## src/hdl/itaf_pkg.sv

```systemverilog
// ----------------------------------------------------------------------------
// itaf_pkg
// Shared types, codes and helpers for the integer to ASCII formatter.
// ----------------------------------------------------------------------------
package itaf_pkg;

    localparam int VALUE_WIDTH_DEF = 64;
    localparam int QUEUE_DEPTH     = 2;

    // conversion kinds on the request
    localparam logic [2:0] CMD_UDEC = 3'd0;
    localparam logic [2:0] CMD_SDEC = 3'd1;
    localparam logic [2:0] CMD_HEX  = 3'd2;
    localparam logic [2:0] CMD_BIN  = 3'd3;
    localparam logic [2:0] CMD_PTR  = 3'd4;

    // digit engine kinds
    localparam logic [1:0] KIND_DEC = 2'd0;
    localparam logic [1:0] KIND_HEX = 2'd1;
    localparam logic [1:0] KIND_BIN = 2'd2;

    // prefix codes
    localparam logic [1:0] PRE_NONE  = 2'd0;
    localparam logic [1:0] PRE_MINUS = 2'd1;
    localparam logic [1:0] PRE_ZERO  = 2'd2;
    localparam logic [1:0] PRE_X     = 2'd3;

    localparam logic [6:0] CH_MINUS = 7'h2d;
    localparam logic [6:0] CH_ZERO  = 7'h30;
    localparam logic [6:0] CH_X     = 7'h78;

    typedef struct packed {
        logic [2:0]  cmd;
        logic        is_wide;
        logic [63:0] value;
    } t_req;

    typedef struct packed {
        logic [6:0] out_char;
        logic       last_char;
    } t_res;

    typedef struct packed {
        logic [1:0] kind;
        logic [1:0] pre;
    } t_job_ctl;

    function automatic logic [6:0] digit_char(input logic [3:0] d);
        logic [6:0] c;
        if (d < 4'd10) begin
            c = CH_ZERO + {3'b000, d};
        end else begin
            c = 7'h57 + {3'b000, d};   // 'a' - 10
        end
        return c;
    endfunction

endpackage

```

## src/hdl/itaf_front.sv

```systemverilog
// ----------------------------------------------------------------------------
// itaf_front
// Accepts requests, classifies them into kind, prefix and magnitude, and
// holds them in a short queue for the digit engine.
// ----------------------------------------------------------------------------
module itaf_front #(
    parameter int VALUE_WIDTH = itaf_pkg::VALUE_WIDTH_DEF
) (
    input  logic                   i_clk,
    input  logic                   i_rst_n,
    input  logic                   start,
    output logic                   busy,
    input  itaf_pkg::t_req         i_req,
    output logic                   o_job_valid,
    output itaf_pkg::t_job_ctl     o_job,
    output logic [VALUE_WIDTH-1:0] o_job_mag,
    input  logic                   i_job_pop
);
    import itaf_pkg::*;

    localparam int QW = (QUEUE_DEPTH > 1) ? $clog2(QUEUE_DEPTH) : 1;
    localparam int CW = $clog2(QUEUE_DEPTH + 1);

    t_job_ctl               r_q_ctl [QUEUE_DEPTH];
    logic [VALUE_WIDTH-1:0] r_q_mag [QUEUE_DEPTH];
    logic [QW-1:0]          r_wp, r_rp;
    logic [CW-1:0]          r_cnt;

    logic                   acc, push, pop;
    logic [VALUE_WIDTH-1:0] mask, v, v_neg, mag;
    logic                   sign;
    t_job_ctl               ctl;
    logic                   cmd_ok;

    assign busy = (r_cnt == CW'(QUEUE_DEPTH));
    assign acc  = start && !busy;

    always_comb begin
        mask   = i_req.is_wide ? '1 : VALUE_WIDTH'(32'hFFFF_FFFF);
        v      = i_req.value[VALUE_WIDTH-1:0] & mask;
        v_neg  = (~v + 1'b1) & mask;
        sign   = i_req.is_wide ? i_req.value[VALUE_WIDTH-1] : i_req.value[31];
        mag    = v;
        ctl    = '{kind: KIND_DEC, pre: PRE_NONE};
        cmd_ok = 1'b1;
        case (i_req.cmd)
            CMD_UDEC: begin
                mag = VALUE_WIDTH'(i_req.value[31:0]);
            end
            CMD_SDEC: begin
                if (sign) begin
                    mag     = v_neg;
                    ctl.pre = PRE_MINUS;
                end
            end
            CMD_HEX: begin
                ctl.kind = KIND_HEX;
            end
            CMD_BIN: begin
                ctl.kind = KIND_BIN;
            end
            CMD_PTR: begin
                mag = i_req.value[VALUE_WIDTH-1:0];
                ctl = '{kind: KIND_HEX, pre: PRE_ZERO};
            end
            default: begin
                cmd_ok = 1'b0;   // unknown kind prints nothing
            end
        endcase
    end

    assign push = acc && cmd_ok;
    assign pop  = i_job_pop && (r_cnt != '0);

    assign o_job_valid = (r_cnt != '0);
    assign o_job       = r_q_ctl[r_rp];
    assign o_job_mag   = r_q_mag[r_rp];

    always_ff @(posedge i_clk) begin
        if (push) begin
            r_q_ctl[r_wp] <= ctl;
            r_q_mag[r_wp] <= mag;
        end
    end

    always_ff @(posedge i_clk) begin
        if (!i_rst_n) begin
            r_wp  <= '0;
            r_rp  <= '0;
            r_cnt <= '0;
        end else begin
            if (push) begin
                r_wp <= (r_wp == QW'(QUEUE_DEPTH - 1)) ? '0 : r_wp + 1'b1;
            end
            if (pop) begin
                r_rp <= (r_rp == QW'(QUEUE_DEPTH - 1)) ? '0 : r_rp + 1'b1;
            end
            case ({push, pop})
                2'b10:   r_cnt <= r_cnt + 1'b1;
                2'b01:   r_cnt <= r_cnt - 1'b1;
                default: r_cnt <= r_cnt;
            endcase
        end
    end

endmodule

```

## src/hdl/itaf_back.sv

```systemverilog
// ----------------------------------------------------------------------------
// itaf_back
// Digit engine: emits the prefix, converts decimal by shift-and-add-3,
// skips leading zeros and sends one character per cycle.
// ----------------------------------------------------------------------------
module itaf_back #(
    parameter int VALUE_WIDTH = itaf_pkg::VALUE_WIDTH_DEF
) (
    input  logic                   i_clk,
    input  logic                   i_rst_n,
    input  logic                   i_job_valid,
    input  itaf_pkg::t_job_ctl     i_job,
    input  logic [VALUE_WIDTH-1:0] i_job_mag,
    output logic                   o_job_pop,
    output logic                   o_valid,
    output itaf_pkg::t_res         o_res
);
    import itaf_pkg::*;

    localparam int BCD_DIG = (VALUE_WIDTH * 30103) / 100000 + 1;
    localparam int SR_W    = BCD_DIG * 4;
    localparam int HEX_DIG = (VALUE_WIDTH + 3) / 4;
    localparam int CNT_W   = $clog2(VALUE_WIDTH + 1);

    localparam logic [2:0] ST_IDLE = 3'd0;
    localparam logic [2:0] ST_PRE  = 3'd1;
    localparam logic [2:0] ST_CONV = 3'd2;
    localparam logic [2:0] ST_SKIP = 3'd3;
    localparam logic [2:0] ST_EMIT = 3'd4;

    logic [2:0]             r_state, n_state;
    logic [1:0]             r_kind, n_kind;
    logic [1:0]             r_pre, n_pre;
    logic [SR_W-1:0]        r_sr, n_sr;
    logic [VALUE_WIDTH-1:0] r_bin, n_bin;
    logic [CNT_W-1:0]       r_cnt, n_cnt;
    logic                   r_valid, n_valid;
    t_res                   r_res, n_res;

    logic [SR_W-1:0]        adj, shifted;
    logic [3:0]             top;
    logic                   pop;

    always_comb begin
        for (int i = 0; i < BCD_DIG; i++) begin
            adj[4*i +: 4] = (r_sr[4*i +: 4] >= 4'd5) ? r_sr[4*i +: 4] + 4'd3
                                                     : r_sr[4*i +: 4];
        end
        top     = (r_kind == KIND_BIN) ? {3'b000, r_sr[SR_W-1]} : r_sr[SR_W-1 -: 4];
        shifted = (r_kind == KIND_BIN) ? (r_sr << 1) : (r_sr << 4);
    end

    always_comb begin
        n_state = r_state;
        n_kind  = r_kind;
        n_pre   = r_pre;
        n_sr    = r_sr;
        n_bin   = r_bin;
        n_cnt   = r_cnt;
        n_valid = 1'b0;
        n_res   = r_res;
        pop     = 1'b0;
        case (r_state)
            ST_IDLE: begin
                if (i_job_valid) begin
                    pop    = 1'b1;
                    n_kind = i_job.kind;
                    n_pre  = i_job.pre;
                    n_bin  = i_job_mag;
                    n_sr   = '0;
                    case (i_job.kind)
                        KIND_HEX: begin
                            n_sr[SR_W-1 -: HEX_DIG*4] = (HEX_DIG*4)'(i_job_mag);
                            n_cnt = CNT_W'(HEX_DIG);
                        end
                        KIND_BIN: begin
                            n_sr[SR_W-1 -: VALUE_WIDTH] = i_job_mag;
                            n_cnt = CNT_W'(VALUE_WIDTH);
                        end
                        default: begin
                            n_cnt = CNT_W'(VALUE_WIDTH);
                        end
                    endcase
                    if (i_job.pre != PRE_NONE) begin
                        n_state = ST_PRE;
                    end else if (i_job.kind == KIND_DEC) begin
                        n_state = ST_CONV;
                    end else begin
                        n_state = ST_SKIP;
                    end
                end
            end
            ST_PRE: begin
                n_valid         = 1'b1;
                n_res.last_char = 1'b0;
                case (r_pre)
                    PRE_ZERO:  n_res.out_char = CH_ZERO;
                    PRE_X:     n_res.out_char = CH_X;
                    default:   n_res.out_char = CH_MINUS;
                endcase
                if (r_pre == PRE_ZERO) begin
                    n_pre = PRE_X;
                end else begin
                    n_state = (r_kind == KIND_DEC) ? ST_CONV : ST_SKIP;
                end
            end
            ST_CONV: begin
                n_sr  = {adj[SR_W-2:0], r_bin[VALUE_WIDTH-1]};
                n_bin = r_bin << 1;
                n_cnt = r_cnt - 1'b1;
                if (r_cnt == CNT_W'(1)) begin
                    n_cnt   = CNT_W'(BCD_DIG);
                    n_state = ST_SKIP;
                end
            end
            ST_SKIP: begin
                if (r_cnt > CNT_W'(1) && top == 4'd0) begin
                    n_sr  = shifted;
                    n_cnt = r_cnt - 1'b1;
                end else begin
                    n_state = ST_EMIT;
                end
            end
            ST_EMIT: begin
                n_valid         = 1'b1;
                n_res.out_char  = digit_char(top);
                n_res.last_char = (r_cnt == CNT_W'(1));
                n_sr            = shifted;
                n_cnt           = r_cnt - 1'b1;
                if (r_cnt == CNT_W'(1)) begin
                    n_state = ST_IDLE;
                end
            end
            default: begin
                n_state = ST_IDLE;
            end
        endcase
    end

    assign o_job_pop = pop;
    assign o_valid   = r_valid;
    assign o_res     = r_res;

    always_ff @(posedge i_clk) begin
        r_kind <= n_kind;
        r_pre  <= n_pre;
        r_sr   <= n_sr;
        r_bin  <= n_bin;
        r_cnt  <= n_cnt;
        r_res  <= n_res;
    end

    always_ff @(posedge i_clk) begin
        if (!i_rst_n) begin
            r_state <= ST_IDLE;
            r_valid <= 1'b0;
        end else begin
            r_state <= n_state;
            r_valid <= n_valid;
        end
    end

endmodule

```

## src/hdl/integer_to_ascii_formatter.sv

```systemverilog
// ----------------------------------------------------------------------------
// integer_to_ascii_formatter
// Formats one integer per request as printf-style ASCII text, one character
// per result, most significant digit first, last character marked.
// ----------------------------------------------------------------------------
//  channel   direction  handshake             payload
//  request   in         start && !busy        i_req  (cmd, is_wide, value)
//  result    out        o_valid, one cycle    o_res  (out_char, last_char)
//
//  Each request is loaded, then its prefix characters are sent. A decimal
//  value is next converted by shift-and-add-3 over all VALUE_WIDTH bits. In
//  every kind the leading zero digit positions are then skipped and the rest
//  printed, but at least one digit always appears, so zero prints as 0.
//  A two-entry queue sits between the front and the engine; busy is high while
//  it is full. Reset clears the queue and the engine. Results cannot be stalled.
// ----------------------------------------------------------------------------
module integer_to_ascii_formatter #(
    parameter int VALUE_WIDTH = itaf_pkg::VALUE_WIDTH_DEF
) (
    input  logic           i_clk,
    input  logic           i_rst_n,
    input  logic           start,
    output logic           busy,
    input  itaf_pkg::t_req i_req,
    output logic           o_valid,
    output itaf_pkg::t_res o_res
);
    import itaf_pkg::*;

    logic                   job_valid, job_pop;
    t_job_ctl               job;
    logic [VALUE_WIDTH-1:0] job_mag;

    itaf_front #(.VALUE_WIDTH(VALUE_WIDTH)) u_front (
        .i_clk       (i_clk),
        .i_rst_n     (i_rst_n),
        .start       (start),
        .busy        (busy),
        .i_req       (i_req),
        .o_job_valid (job_valid),
        .o_job       (job),
        .o_job_mag   (job_mag),
        .i_job_pop   (job_pop)
    );

    itaf_back #(.VALUE_WIDTH(VALUE_WIDTH)) u_back (
        .i_clk       (i_clk),
        .i_rst_n     (i_rst_n),
        .i_job_valid (job_valid),
        .i_job       (job),
        .i_job_mag   (job_mag),
        .o_job_pop   (job_pop),
        .o_valid     (o_valid),
        .o_res       (o_res)
    );

endmodule

```

## config.mk

```make
export PLATFORM = sky130hd
export DESIGN_NAME = integer_to_ascii_formatter
export DESIGN_NICKNAME = d
export VERILOG_FILES = /design/src/hdl/itaf_pkg.sv /design/src/hdl/itaf_front.sv /design/src/hdl/itaf_back.sv /design/src/hdl/integer_to_ascii_formatter.sv
export SDC_FILE = /design/constraint.sdc
export NUM_CORES = 1
export LEC_CHECK = 0
export BUFFER_PORTS_ARGS = -buffer_cell sky130_fd_sc_hd__buf_2
export CAP_MARGIN = 25
export CORE_MARGIN = 2
export CORE_UTILIZATION = 50
export CTS_CLUSTER_DIAMETER = 30
export DETAILED_ROUTE_END_ITERATION = 8
export PLACE_DENSITY_LB_ADDON = 0.15
export SYNTH_ARGS = -nofsm -noshare
export SYNTH_HDL_FRONTEND = slang
export SYNTH_SLANG_ARGS = --single-unit
```

## constraint.sdc

```tcl
create_clock -name i_clk -period 12.4 [get_ports i_clk]
set_input_delay 2.48 -clock i_clk [delete_from_list [all_inputs] [get_ports i_clk]]
set_output_delay 2.48 -clock i_clk [all_outputs]
set_load 0.05 [all_outputs]
```

======== Yosys cells after proc, flatten, opt, wreduce, memory -nomap -nowiden ========
Memories as Yosys holds them, arrays and structs flattened. A register that Yosys moved wholly into a read port is not among the register bits.
Cells that the tools add are included.
cells by class
  add/sub/neg operators ................... 28
  magnitude comparators ................... 22
  equality and inequality tests ........... 24
  mux-type cells .......................... 68
  bitwise gates (word level) .............. 3
  reduce and logical (&&, ||, !) cells .... 26
operator list
  kind                                                               number
  case mux 80 bit (4 select lines)                                   1
  two-way mux 64 bit                                                 4
  two-way mux 80 bit                                                 3
  case mux 64 bit (3 select lines)                                   1
  AND 64 bit                                                         2
  case mux 64 bit (2 select lines)                                   1
  greater-or-equal comparator 4 x 3 -> 1 bit, second input constant  20
  two-way mux 4 bit                                                  20
  adder 4 x 2 -> 4 bit, second input constant                        19
  adder 64 x 1 -> 64 bit, second input constant                      1
  NOT 64 bit                                                         1
  two-way mux 7 bit                                                  5
  case mux 7 bit (4 select lines)                                    1
  two-way mux 3 bit                                                  7
  two-way mux 1 bit                                                  16
  case mux 2 bit (2 select lines)                                    4
  case mux 8 bit (2 select lines)                                    1
  case mux 3 bit (5 select lines)                                    1
  case mux 7 bit (2 select lines)                                    1
  equality test 2 bit, second input constant                         6
  equality test 3 x 2 -> 1 bit, second input constant                4
  nonzero test 2 bit                                                 6
  inequality test 2 x 1 -> 1 bit, second input constant              4
  adder 6 x 4 -> 7 bit, first input constant                         1
  25 further kinds                                                   41
word-level totals
  register bits after elaboration ......... 171
  RAM bits ................................ 136
  input port bits ......................... 71
  output and inout port bits .............. 10
  memories ................................ 2
memories
  memory           words  width  read ports  clocked after memory_dff  wr ports  line              source
  u_front.r_q_mag  2      64     1           1                         1         itaf_front.sv:25  logic [VALUE_WIDTH-1:0] r_q_mag [QUEUE_DEPTH];
  u_front.r_q_ctl  2      4      1           1                         1         itaf_front.sv:24  t_job_ctl r_q_ctl [QUEUE_DEPTH];

======== Logic depth before layout (Yosys ltp) ========
  depth after elaboration ................. 7
  gate-level depth with buffers ........... 10
  mapped depth without buffers ............ 9

======== Modules after synthesis ========
Synthesis repeated with hierarchy kept, for this count alone.
unflattened totals
  cell total of the unflattened synthesis .. 1,724
  area total of the unflattened synthesis .. 17,413.0 µm²
modules (own cells, without submodules)
  module      times used  cells an instance  area each (µm²)  sequential area each (µm²)
  itaf_back   1           1,108              10,034.6         4,974.8
  itaf_front  1           616                7,378.3          4,184.0

======== Worst setup path before layout ========
No wires, ideal clock.
  kind .................................... register to register
  start ................................... register u_back.r_kind[1]
  end ..................................... register u_back.r_cnt[0] (enable)
  arrival time ............................ 8,283 ps
  data required time ...................... 11,728 ps
  path slack .............................. 3,445 ps
  cell stages (with the launch flop) ...... 10
  buffers on the path ..................... 2
  period minus slack after synthesis ...... 8,955 ps
  cells stage by stage .................... edfxtp_1 nor2b_1 clkbuf_1 buf_1 a21oi_1 ha_1 o21ai_0 a31oi_1 nand2_1 a221oi_1
between the ends
  longest elaborated chain between the ends .. 6
ends and longest elaborated chain
  what                                             line              source
  start, declared                                  itaf_back.sv:32   logic [1:0] r_kind, n_kind;
  start signal, assigned                           itaf_back.sv:145  r_kind <= n_kind;
  equality test 2 bit                              itaf_back.sv:49   top = (r_kind == KIND_BIN) ? {3'b000, r_sr[SR_W-1]} : r_sr[SR_W-1 -: 4];
  two-way mux 4 bit                                itaf_back.sv:49
  zero test 4 bit                                  itaf_back.sv:117  if (r_cnt > CNT_W'(1) && top == 4'd0) begin
  logical AND 1 bit                                itaf_back.sv:117
  inequality test 2 x 1 -> 1 bit (no source line)  -
  AND reduction 3 bit (no source line)             -
  end signal, assigned                             itaf_back.sv:149  r_cnt <= n_cnt;
  end, declared                                    itaf_back.sv:36   logic [CNT_W-1:0] r_cnt, n_cnt;
Every way passes these cells.
A chain may end at the register's enable or synchronous reset.

======== Worst setup path in the final report ========
  start ................................... input i_req[0] in the netlist's numbering
  end ..................................... memory u_front.r_q_mag[1][58] in the netlist's numbering, data pin
between the ends
  longest elaborated chain between the ends .. 6
ends and longest elaborated chain
  what                              line                              source
  start, declared                   integer_to_ascii_formatter.sv:24  input itaf_pkg::t_req i_req,
  AND 64 bit                        itaf_front.sv:40                  v = i_req.value[VALUE_WIDTH-1:0] & mask;
  NOT 64 bit                        itaf_front.sv:41                  v_neg = (~v + 1'b1) & mask;
  adder 64 x 1 -> 64 bit            itaf_front.sv:41
  AND 64 bit                        itaf_front.sv:41
  two-way mux 64 bit                itaf_front.sv:51                  if (sign) begin
  case mux 64 bit (3 select lines)  itaf_front.sv:46                  case (i_req.cmd)
  net u_front.mag[58]               itaf_front.sv:30                  logic [VALUE_WIDTH-1:0] mask, v, v_neg, mag;
  end, declared                     itaf_front.sv:25
The timed path passes the listed nets, and every way through them passes these cells.

==> impl_metrics.py <==
metrics = {
    "clock_network": {
        "postCtsSetupRepairBufs": 0,
        "cts_sinks": 308,
        "htree_levels": 3,
        "clk_pin_slew_ns": 0.04,
        "cts_tree": "done",
        "hold_buffers": 0,
        "clk_latency_ns": 0.57,
        "cts_made_buffers": 72,
        "cts_resized": 0,
        "cts_root_buf": "clkbuf_16",
        "clk_path_buf_depth": 3,
    },
    "global_routing": {
        "grt_usage": 0.239,
        "grtUsageMet2": 0.348,
        "grt.overflow.total": 0,
        "antenna_found_initial": 0,
        "grt.busiest_layer": "met1",
        "grt_pass1_vias": 12100,
        "grt_pass1_wl_um": 66800,
        "use_met1": 0.354,
        "grt_use_met3": 0.0492,
        "grt_max_degree": 187,
    },
    "placed_design": {
        "dpl_worst_slack_ns": 6.55,
        "gp_congestion": 0.933,
        "hpwlAfterDp_um": 27000,
        "io_buffer_count": 80,
    },
    "logic_synthesis": {
        "synth_top_family_by_area": "compound AO/OA/AOI/OAI gates",
        "synthAdderAreaFrac": 0.0355,
        "synth_seq_area_share": 0.542,
        "synth.most_common_cell": "edfxtp_1",
        "syn_avg_cell_area_um2": 10.8,
        "synthSimpleGateAreaFrac": 0.132,
        "ys.flop_type": "edfxtp_1",
        "syn-num-nets": 1690,
        "synth_compound_area_frac": 0.173,
        "synth_area_leaders": "edfxtp_1 (53%), mux2i_1 (6.0%), a21oi_1 (5.4%)",
        "synth_xor_area_frac": 0.0228,
        "synthArstFlopShare": 0,
        "ys_warn_count": 0,
        "syn-instance-count": 1571,
        "syn_area_um2": 16900,
        "synth_edf_count": 299,
        "synth_top_area_share": 0.531,
        "ys_top_cells_by_count": "edfxtp_1 (299), a21oi_1 (182), nor2_1 (160), o21ai_0 (130), mux2i_1 (102)",
        "synth.distinct_cells": 74,
        "ys_ff_latch": 308,
        "synth_mux_area_frac": 0.0618,
        "yosys.area.top_type": "edfxtp_1",
    },
    "timing": {
        "rsz0062_at_grt": "false",
        "finalSetupTns_ns": 0,
        "post-route-period-util": 0.429,
        "worstMarginPinSlew_ns": 1.01,
        "period_needed_ns": 5.31,
        "finClkSkew_ns": 0.0231,
        "setup_viol": 0,
        "finalHoldWorstSlack_ns": 0.510,
        "relSlewSlack": 0.319,
        "final_hold_viol_count": 0,
        "drv_slew": 0,
        "max_freq_mhz": 188,
        "worst_slack_ns": 7.09,
    },
    "detailed_routing": {
        "drt_first_pass_iters": 5,
        "route.detailed.drc": 0,
        "wirelength_um": 41700,
        "routed_wire_length_per_instance_um": 19.2,
        "vias_per_cell": 5.90,
        "antenna_left": 0,
        "vias": 12800,
        "drt_iter0_drc": 1068,
    },
    "floorplan": {
        "start_util": 0.506,
        "die_h_um": 188,
        "io_pins": 81,
        "row_count": 67,
        "dieArea_um2": 35300,
        "core-area_um2": 33400,
        "die_w_um": 188,
    },
    "critical_path": {
        "critPathSlowestCell": "or4b_2",
        "crit_chain": "buf_2 -> inv_1 -> ha_1 -> or4b_2 -> nor4_1 -> nand4_1 -> or3_1 -> or2_2 -> a31oi_1",
        "start_kind": "primary input",
        "worstSetupEndpointType": "flip-flop",
        "max_stage_delay_ns": 0.68,
        "critPathArrivalTime_ns": 5.68,
        "critical_path_class": "in -> reg",
        "required_ns": 12.77,
        "cp_max_fo": 8,
    },
    "finish": {
        "drive_above_1_share": 0.149,
        "num_antenna_cells": 0,
        "fin_nets": 1780,
        "fillers": 2757,
        "multiInputGateArea_um2": 7240,
        "register_area_um2": 9160,
        "area_delta_synth_final_pct": 19.4,
    },
    "power": {
        "ir_drop_mv": 0.257,
        "total_leakage_power_nw": 7.23,
        "powerDensity_nw_per_um2": 277,
    },
    "job": {
        "max_cap_violations": 0,
    },
    "min_path": {
        "hp-class": "reg -> reg",
    },
    "outcome": {
        "status": "finished, final reports clean",
    },
}
-- cells by family after synthesis --
logic type / after synthesis
compound gates: 479
mux: 104
xor+xnor: 44
other cells: 1
fa+ha+maj: 48
flops: 308
buf+inv: 146
simple gates: 441
-- power breakdown --
part | internal [W] | switching [W] | total, W | leakage [nW]
Clock | 0.00131 | 0.000576 | 0.00189 | 1.18
Sequential | 0.00171 | 0.000288 | 0.00200 | 2.90
Combinational | 0.000610 | 0.00110 | 0.00171 | 3.15
-- state kept, by name (all words and copies together), names as in the netlist, named ones only --
name             flops
u_back.o_res         8
u_back.o_valid       1
u_back.r_bin        64
u_back.r_cnt         7
u_back.r_kind        2
u_back.r_pre         2
u_back.r_sr         80
u_back.r_state       3
u_front.r_cnt        2
u_front.r_q_ctl      8
u_front.r_q_mag    128
u_front.r_rp         1
u_front.r_wp         1
-- worst max-delay path, delay by kind of cell --
kind                     cells  cell delay, ns
AO/OA/AOI/OAI                1            0.22
buffers and inverters        2            0.17
AND/OR/NAND/NOR              5            2.62
adder cells (fa/ha/maj)      1            0.17
-- stage by stage --
step,total power (W),utilization,instances,cell area (um2)
finish,0.00559,0.605,2166,20200
global route,0.00594,0.605,2166,20200
CTS,0.00562,0.605,2165,20200
detailed placement,0.00371,0.531,2034,17700
global placement,0.00366,0.531,2034,17700
floorplan,0.00325,-,1571,16900
-- routing by layer --
| metal | part of all wire | vias to the layer above | wire length (um) |
|---|---|---|---|
| met5 | 0 | - | 0 |
| met1 | 0.48 | 6122 | 19800 |
| met2 | 0.43 | 429 | 18000 |
| li1 | - | 6163 | - |
| met4 | 0.022 | 0 | 929 |
| met3 | 0.070 | 69 | 2900 |
-- cell type report --
class | count | share of cell area
clock buffer | 87 | 0.0957
sequential | 308 | 0.454
multi-input combinational | 1117 | 0.359
clock inverter | 44 | 0.0255
inverter | 68 | 0.0126
timing repair buffer | 94 | 0.0257
tap | 448 | 0.0278
-- cell usage in the layout, fill, tap and decap left out, types with 25 or more instances in the layout --
| cell type | count |
|---|---|
| edfxtp_1 | 299 |
| a21oi_1 | 182 |
| nor2_1 | 157 |
| o21ai_0 | 129 |
| mux2i_1 | 102 |
| nand2_1 | 83 |
| buf_2 | 80 |
| clkbuf_16 | 75 |
| inv_1 | 66 |
| ha_1 | 48 |
| nor3b_1 | 33 |
| nand2b_1 | 31 |
| o22a_1 | 28 |
| xnor2_1 | 27 |
| nor3_1 | 25 |
-- final timing paths --
kind / from / endpoint / depth (start not counted) / slack, ns
setup / recovery: i_req[0] / u_front.r_q_mag[1][58] / 9 / 7.09
hold / removal: u_back.r_bin[63] / u_back.r_sr[0] / 1 / 0.51
setup reg to reg: u_back.r_kind[0] / u_back.r_sr[18] / 10 / 7.88
hold reg to reg: u_back.r_bin[63] / u_back.r_sr[0] / 1 / 0.51
No activity file was read; power rests on OpenSTA's default activity.
